**config.mk**
```make
export PLATFORM = sky130hd
export DESIGN_NAME = integer_to_radix_ascii_top
export DESIGN_NICKNAME = d
export VERILOG_FILES = /design/src/rtl/itora_pkg.sv /design/src/rtl/integer_to_radix_ascii_top.sv
export SDC_FILE = /design/constraint.sdc
export NUM_CORES = 1
export LEC_CHECK = 0
export BUFFER_PORTS_ARGS = -buffer_cell sky130_fd_sc_hd__buf_2
export CORE_MARGIN = 5
export CORE_UTILIZATION = 40
export CTS_CLUSTER_SIZE = 8
export DETAILED_ROUTE_END_ITERATION = 7
export MAX_ROUTING_LAYER = met4
export PLACE_DENSITY = 0.54
export RECOVER_POWER = 50
export SETUP_SLACK_MARGIN = 0.05
export SLEW_MARGIN = 10
export SYNTH_ARGS = -nofsm -noshare
export SYNTH_HDL_FRONTEND = slang
export SYNTH_SLANG_ARGS = --single-unit
```
**constraint.sdc**
```tcl
create_clock -name i_clk -period 6.25 [get_ports i_clk]
set_input_delay 0 -clock i_clk [delete_from_list [all_inputs] [get_ports i_clk]]
set_output_delay 0 -clock i_clk [all_outputs]
set_load 0.01 [all_outputs]
```
**src/rtl/itora_pkg.sv**
```systemverilog
// Package for the integer to radix ASCII converter.
// Holds the request types, the radix and character constants and the digit mapping.
// Depends on nothing.
package itora_pkg;

    localparam int VALUE_WIDTH_DEF = 64;
    localparam int DIGIT_W         = 6;

    localparam logic [7:0] RADIX_MIN  = 8'd2;
    localparam logic [7:0] RADIX_MAX  = 8'd36;
    localparam logic [7:0] RADIX_DEF  = 8'd10;
    localparam logic [DIGIT_W-1:0] DIGIT_TEN = 6'hA;

    localparam logic [7:0] ASCII_ZERO  = 8'h30;
    localparam logic [7:0] ASCII_A     = 8'h41;
    localparam logic [7:0] ASCII_MINUS = 8'h2D;

    typedef struct packed {
        logic signed [63:0] value;
        logic [7:0]         radix;
    } t_in;

    typedef struct packed {
        logic [7:0] character;
        logic       last;
    } t_out;

    function automatic logic [7:0] digit_char(input logic [DIGIT_W-1:0] d);
        logic [7:0] c;
        if (d < DIGIT_TEN) begin
            c = ASCII_ZERO + {2'b00, d};
        end else begin
            c = ASCII_A + {2'b00, d - DIGIT_TEN};
        end
        return c;
    endfunction

endpackage

```
**src/rtl/integer_to_radix_ascii_top.sv**
```systemverilog
// Top level of the integer to radix ASCII converter: bit-serial division by the radix,
// digit buffer and character output register.
// Depends on itora_pkg.
//
//   channel  direction  payload  handshake
//   in       input      t_in     i_in_valid / o_in_stall
//   out      output     t_out    o_out_valid / i_out_stall
//
// Each digit comes from restoring division of the value by the radix, one quotient bit
// per cycle; a leading '-' for a negative radix 10 value goes out first, then each
// character via the digit buffer's registered read port and the output register.
// A new request is taken only after the last character of the previous one has gone.
// Reset is synchronous and active low and clears the control state only.
// A stall on the output holds the current character; the input stalls while busy.
module integer_to_radix_ascii_top #(
    parameter int VALUE_WIDTH = itora_pkg::VALUE_WIDTH_DEF
) (
    input  logic             i_clk,
    input  logic             i_rst_n,
    input  logic             i_in_valid,
    output logic             o_in_stall,
    input  itora_pkg::t_in   i_in_data,
    output logic             o_out_valid,
    input  logic             i_out_stall,
    output itora_pkg::t_out  o_out_data
);
    import itora_pkg::*;

    localparam int IDX_W = $clog2(VALUE_WIDTH);
    localparam logic [IDX_W-1:0] BIT_LAST = IDX_W'(VALUE_WIDTH - 1);

    typedef enum logic [2:0] {
        ST_IDLE,
        ST_DIV,
        ST_SIGN,
        ST_READ,
        ST_LOAD,
        ST_PUT
    } t_state;

    t_state                 r_state;
    logic [VALUE_WIDTH-1:0] r_quo;
    logic [DIGIT_W-1:0]     r_rem;
    logic [DIGIT_W-1:0]     r_base;
    logic                   r_neg;
    logic [IDX_W-1:0]       r_bit;
    logic [IDX_W-1:0]       r_cnt;
    logic                   r_ovalid;
    t_out                   r_out;
    logic [DIGIT_W-1:0]     r_rd_data;
    logic [DIGIT_W-1:0]     r_mem [VALUE_WIDTH];

    logic [VALUE_WIDTH-1:0] in_bits;
    logic [7:0]             in_radix;
    logic                   in_neg;
    logic [DIGIT_W:0]       rem_sh;
    logic                   ge;
    logic [DIGIT_W-1:0]     n_rem;
    logic [VALUE_WIDTH-1:0] n_quo;
    logic                   digit_done;

    always_comb begin
        in_bits  = i_in_data.value[VALUE_WIDTH-1:0];
        in_radix = i_in_data.radix;
        if (in_radix < RADIX_MIN || in_radix > RADIX_MAX) begin
            in_radix = RADIX_DEF;
        end
        in_neg = (in_radix == RADIX_DEF) && in_bits[VALUE_WIDTH-1];
        if (in_neg) begin
            in_bits = ~in_bits + {{(VALUE_WIDTH-1){1'b0}}, 1'b1};
        end
        rem_sh     = {r_rem, r_quo[VALUE_WIDTH-1]};
        ge         = rem_sh >= {1'b0, r_base};
        n_rem      = ge ? DIGIT_W'(rem_sh - {1'b0, r_base}) : rem_sh[DIGIT_W-1:0];
        n_quo      = {r_quo[VALUE_WIDTH-2:0], ge};
        digit_done = (r_state == ST_DIV) && (r_bit == '0);
    end

    always_ff @(posedge i_clk) begin
        if (digit_done) begin
            r_mem[r_cnt] <= n_rem;
        end
        r_rd_data <= r_mem[r_cnt];
    end

    always_ff @(posedge i_clk) begin
        if (!i_rst_n) begin
            r_state  <= ST_IDLE;
            r_ovalid <= 1'b0;
            r_cnt    <= '0;
            r_bit    <= '0;
        end else begin
            unique case (r_state)
                ST_IDLE: begin
                    if (i_in_valid) begin
                        r_quo   <= in_bits;
                        r_rem   <= '0;
                        r_base  <= in_radix[DIGIT_W-1:0];
                        r_neg   <= in_neg;
                        r_bit   <= BIT_LAST;
                        r_cnt   <= '0;
                        r_state <= ST_DIV;
                    end
                end
                ST_DIV: begin
                    if (r_bit != '0) begin
                        r_quo <= n_quo;
                        r_rem <= n_rem;
                        r_bit <= r_bit - 1'b1;
                    end else if (n_quo != '0) begin
                        r_quo <= n_quo;
                        r_rem <= '0;
                        r_bit <= BIT_LAST;
                        r_cnt <= r_cnt + 1'b1;
                    end else if (r_neg) begin
                        r_ovalid        <= 1'b1;
                        r_out.character <= ASCII_MINUS;
                        r_out.last      <= 1'b0;
                        r_state         <= ST_SIGN;
                    end else begin
                        r_state <= ST_READ;
                    end
                end
                ST_SIGN: begin
                    if (!i_out_stall) begin
                        r_ovalid <= 1'b0;
                        r_state  <= ST_READ;
                    end
                end
                ST_READ: begin
                    r_state <= ST_LOAD;
                end
                ST_LOAD: begin
                    r_ovalid        <= 1'b1;
                    r_out.character <= digit_char(r_rd_data);
                    r_out.last      <= (r_cnt == '0);
                    r_state         <= ST_PUT;
                end
                ST_PUT: begin
                    if (!i_out_stall) begin
                        r_ovalid <= 1'b0;
                        if (r_out.last) begin
                            r_state <= ST_IDLE;
                        end else begin
                            r_cnt   <= r_cnt - 1'b1;
                            r_state <= ST_READ;
                        end
                    end
                end
                default: begin
                    r_state <= ST_IDLE;
                end
            endcase
        end
    end

    assign o_in_stall  = (r_state != ST_IDLE);
    assign o_out_valid = r_ovalid;
    assign o_out_data  = r_out;

endmodule
```
Yosys cells after proc, flatten, opt, wreduce, memory -nomap -nowiden
Memories as Yosys holds them, arrays and structs flattened. A register that Yosys moved wholly into a read port is not among the register bits.
Cells that the tools add are included.
W data, S select, Z words.
{ "word_totals": {"reg_bits": 102, "mem_bits_rw": 384, "input_bits": 76, "out_inout_bits": 11, "word_cells": 101, "n_memories": 1} }
{ "mem_list": {"columns": ["memory", "words", "word_bits", "rd", "rd_clocked_by_memory_dff", "write_ports", "line", "text"], "rows": [
  ["r_mem", 64, 6, 1, 1, 1, "integer_to_radix_ascii_top.sv:51", "logic [DIGIT_W-1:0] r_mem [VALUE_WIDTH];"]
]} }
{ "op_classes": {"n_addsub": 8, "n_lt_le_gt_ge": 4, "eq_ne": 16, "muxes": 40, "n_bitwise": 1, "reduce_logical": 21} }
{ "ops": {"columns": ["operator", "count"], "rows": [
  ["$mux W64", 4],
  ["$pmux W64 S2", 1],
  ["$mux W6", 11],
  ["$add A64 B1 Y64 const B", 1],
  ["$not A64 Y64", 1],
  ["$reduce_bool A64 Y1", 1],
  ["$mux W9", 3],
  ["$pmux W6 S2", 2],
  ["$pmux W3 S6", 1],
  ["$pmux W6 S3", 1],
  ["$pmux W9 S2", 1],
  ["$mux W8", 2],
  ["$ne A2 B2 Y1 const B", 8],
  ["$mux W3", 5],
  ["$reduce_and A5 Y1", 3],
  ["$logic_not A6 Y1", 2],
  ["$sub A6 B1 Y6 const B", 2],
  ["$reduce_bool A3 Y1", 3],
  ["$add A7 B6 Y8 const A", 1],
  ["$eq A8 B4 Y1 const B", 1],
  ["$gt A8 B6 Y1 const B", 1],
  ["$lt A8 B2 Y1 const B", 1],
  ["$add A6 B6 Y7 const A", 1],
  ["$ge A7 B6 Y1", 1],
  ["21 further kinds", 32]
]} }

Longest topological paths before layout
{ "depth": {"depth_word": 8, "depth_mapped": 12, "depth_no_buf": 11} }

Worst setup path before layout
No wires, ideal clock.
{ "synth_path": {"kind": "register to register", "startpoint": "reg r_rem[3]", "endpoint": "mem r_mem[0][5], data pin", "setup_time_ns": 0.728, "arrival_time_ns": 4.452, "required_ns": 5.522, "setup_slack_ns": 1.070, "stages_incl_launch_ff": 7, "n_path_buf": 0, "period_less_slack_ns": 5.180, "path_cell_list": "edfxtp_1 > ha_1 > a21o_1 > a211o_1 > a41oi_1 > nor4b_1 > a211oi_1"} }
{ "synth_between": {"elab_chain_cells": 2, "word_cells_on_any_way": 3, "classes_between": "add/sub (1); order compare (1); mux (1)"} }
{ "synth_lines": {"columns": ["item", "line", "text"], "rows": [
  ["from (decl)", "integer_to_radix_ascii_top.sv:43", "logic [DIGIT_W-1:0] r_rem;"],
  ["from (signal assigned)", "integer_to_radix_ascii_top.sv:108", "r_rem <= n_rem;"],
  ["$sub A6 B6 Y6 or $ge A7 B6 Y1 (tied branches)", "integer_to_radix_ascii_top.sv:74, integer_to_radix_ascii_top.sv:73", null],
  ["$mux W6 (*)", "integer_to_radix_ascii_top.sv:74", "n_rem = ge ? DIGIT_W'(rem_sh - {1'b0, r_base}) : rem_sh[DIGIT_W-1:0];"],
  ["named net n_rem[5]", "integer_to_radix_ascii_top.sv:58", "logic [DIGIT_W-1:0] n_rem;"],
  ["to (decl)", "integer_to_radix_ascii_top.sv:51", null]
]} }
The timed path passes the listed nets; every way through them passes the cells marked *.

Worst setup path in the final report
{ "layout_path": {"startpoint": "reg r_rem[3]", "endpoint": "mem r_mem[8][4], data pin"} }
The elaborated chain is that of the path after synthesis.

==> results <==
- The area growth from synthesis to layout is 19.0%.
- The DRC violation count after routing is 0.
- The CTS H-tree depth is 3.
- After synthesis the cells add up to 20900 sq um.
- The count of buffers added on input and output ports is 86.
- Buffers inserted to repair hold after CTS numbered 86.
- In this run the worst hold path is classified as input port to flop.
- After the last flow step, the layout net total stands at 1802.
- The vias per cell is 5.77.
- The longest clock path from root to sink contains 3 buffers.
- The leakage power of the design is 8.12 nW.
- The kind of capture point of the worst setup path is a flop.
- The number of warnings printed during yosys synthesis is 0.
- The final weighted congestion in routability-driven placement is 0.843.
- The share of the clock period used by the worst path after layout is 68.9%.
- At the worst endpoint, the required time is 6.24 ns.
- The number of nets produced by synthesis is 1622.
- Setup repair after global routing left no endpoint under its margin.
- Clock-pin slew was measured on the worst setup and hold paths at 0.05 ns.
- The placeable core region is 51600 sq um.
- The number of hold-slack violations in the final timing report was 0.
- Final hold analysis gives a worst-case slack of 0.357 ns.
- The distinct cell type count after synthesis is 68.
- Row generation in the floorplan step produced 83 rows.
- Adding up every negative setup slack in the final design gives 0 ns.
- In this run the worst path has a maximum fanout of 65.
- The number of CTS-inserted buffers is 72.
- By instance count, the leading cell after synthesis is edfxtp_1.
- Setup violations remaining at the end of the flow were counted as 0.
- For this design the top-level I/O count stands at 87.
- The detail route stage leaves a number of antenna-violating nets equal to 0.
- Once layout is complete, the cells apart from fillers number 2417.
- From left edge to right edge, the die measures 239 microns.
- The worst setup path is launched from a flop.
- The number of antenna violations at the first check in global routing came to 1.
- The top achievable clock speed is 0.232 GHz.
- The mean cell area of the mapped netlist is 13.7 sq um.
- The clock root buffer is clkbuf_16.
- Gates resized during post-CTS repair numbered 0.
- After detailed routing, the average wire length per cell comes to 23.7 microns.
- Once detailed placement completed, the half-perimeter wirelength came to 34400 microns.
- The cell taking the most area after synthesis is edfxtp_1.
- The area occupied by multi-input gates is 5950 sq um.
- The sequential element share of the synthesized area is 69.6%.
- The worst max-slew margin expressed relative to the limit is -81.3%.
- The dominant register cell in the synthesized netlist is edfxtp_1.
- The clock tree skew after final layout is 0.0193 ns.
- The critical path in this run is classified as flop to flop.
- The worst voltage drop across the vdd grid is 0.000270 V.
- The largest net degree at the start of global routing is 83.
- The die area is 57000 sq um.
- The height of the chip is 239 microns.
- Buffers added to address setup during post-CTS repair amount to 0.
- The number of placed instances with taps included is 2226.
- Counting instances in the post-synthesis netlist gives the leading cell types as edfxtp_1, nor2_1, nand2_1.
- The filler cells instantiated in the layout total 4438.
- The flow ran to the end, but the final reports show violations.
- The number of detailed-routing iterations run before antenna repair is 5.
- At the pin with the least slew margin, the transition time is 2.72 ns.
- In this run, synthesis produced a sequential element count of 492.
- The finished layout cell area is 24900 sq um.
- The async set-reset flop share out of synthesis is 0%.
- In this run, synthesis inferred 470 flip-flops with an integrated enable.
- In the global route stage, overall resource usage came out at 20.1%.
- For this block, the via count after detailed routing is 13957.
- The global-route wire length before repair is 85000 microns.
- The via count of the first global-routing pass is 13819.
- Global routing finished with a remaining overflow of 0.
- For this configuration, the core starts out at a cell density of 40.5%.
- The final reports fail on capacitance limit, slew limit.
- The fraction of post-synthesis cell area in the top cell type by area is 67.5%.
- Across the run, the number of max-cap violations was 7.
- The later-pin clock latency in the skew report is 0.59 ns.
- The CTS tree is yes.
- For this block, the routed nets add up to 57200 microns of wire.
- Ranked by total cell area, the synthesized netlist is headed by edfxtp_1, a22oi_1, nor2_1.
- The max-slew violation total from the final report is 405.
- The arrival time at the worst endpoint is 4.29 ns.
- Once placement finished, the instance area stood at 22100 sq um.
- The power density normalized to cell area is 407 nW/um^2.
- The gate count after technology mapping is 1526.
- In the final layout, the share of cells above drive strength 1 is 12.0%.
- The area occupied by registers is 14600 sq um.
- The final critical delay including setup and external delays is 4.30 ns.
- The number of clock sinks is 492.
- The iteration-0 DRC count of the detailed router is 1399.
- Once layout is complete, the utilization of the core stands at 48.3%.
==> registers in the layout, indices dropped and copies added (netlist names) <==
name         cells
r_bit            6
r_cnt            6
r_mem          384
r_quo           64
r_rem            6
r_state          3
r_base           6
o_out_data       9
r_neg            1
r_rd_data        6
o_out_valid      1
==> final timing paths <==
kind                                          startpoint                        to  slack [ns]  depth (start not counted)
worst max-delay path              r_rem[3]$_SDFFCE_PN0P_     r_mem[8][4]$_DFFE_PP_        1.95                          5
worst min-delay path                       i_in_data[39]       r_quo[31]$_DFFE_PP_        0.36                          4
worst max register to register    r_rem[3]$_SDFFCE_PN0P_     r_mem[8][4]$_DFFE_PP_        1.95                          5
worst min register to register  o_out_valid$_SDFFE_PN0P_  o_out_valid$_SDFFE_PN0P_        0.53                          1
==> cells in the final DEF, fill, tap and decap left out, drive strengths merged, types with 6 or more instances in the layout <==
cell           n
a21oi         63
and3          12
nand4         12
a31oi         57
o31ai          9
a221oi        46
buf           88
nor4          32
nor3b          6
clkbuf       116
nor2         136
ha            18
o21ai         70
a22oi        103
inv           33
xor2          27
nand2b         9
edfxtp       470
nor3          25
or4            8
a22o          45
dfxtp         22
dlygate4sd3   86
nand3         11
nor2b          9
and2          10
nand2        105
xnor2         49
==> kinds of logic (layout without fill, tap and decap cells) <==
logic type      Yosys count  in the layout  synth area share, %
simple gates            395            395                 9.53
compound gates          422            422                 14.1
flops                   492            492                 69.6
xor+xnor                 76             76                 3.18
other cells               0              1                    0
buf+inv                 119            329                 2.22
fa+ha+maj                20             20                 1.27
mux                       2              2                0.102
==> layout make-up <==
type | instances | share of cell area (%)
flip-flops and latches | 492 | 58.4
well taps | 680 | 3.42
inverters | 31 | 0.467
diodes | 1 | 0.0100
multi-input cells | 915 | 23.9
clock inverters | 8 | 0.317
clock buffers | 96 | 7.77
repair buffers | 194 | 5.70
==> critical path: stages, from the launching register on <==
cell and delay [ns]:
edfxtp_1 0.39, ha_1 0.38, a21o_1 0.20, a211o_1 0.30, a41o_1 0.30, mux2_1 2.08
==> through the flow <==
stage / setup WS [ns] / total power, mW
after floorplan: 1.07 / 5.81
final: 1.95 / 10.1
after global routing: 1.76 / 10.6
after CTS: 2.64 / 10.2
after global placement: 2.84 / 6.62
after detailed placement: 2.66 / 6.63
==> power breakdown <==
group / switching (mW) / total, mW / leakage, nW / internal (mW)
Combinational: 1.46 / 1.97 / 2.71 / 0.504
Clock: 1.34 / 3.51 / 0.974 / 2.17
Sequential: 0.142 / 4.65 / 4.44 / 4.51
Total: 2.94 / 10.1 / 8.12 / 7.18
==> metal layers <==
layer,up-vias,global-route usage [%],share of wire [%]
met2,572,31.1,47
met1,6955,27.6,44
met5,-,-,0
met4,0,5.60,2.2
li1,6329,-,-
met3,101,3.53,7.1
Power figures use the tool's default switching activity.
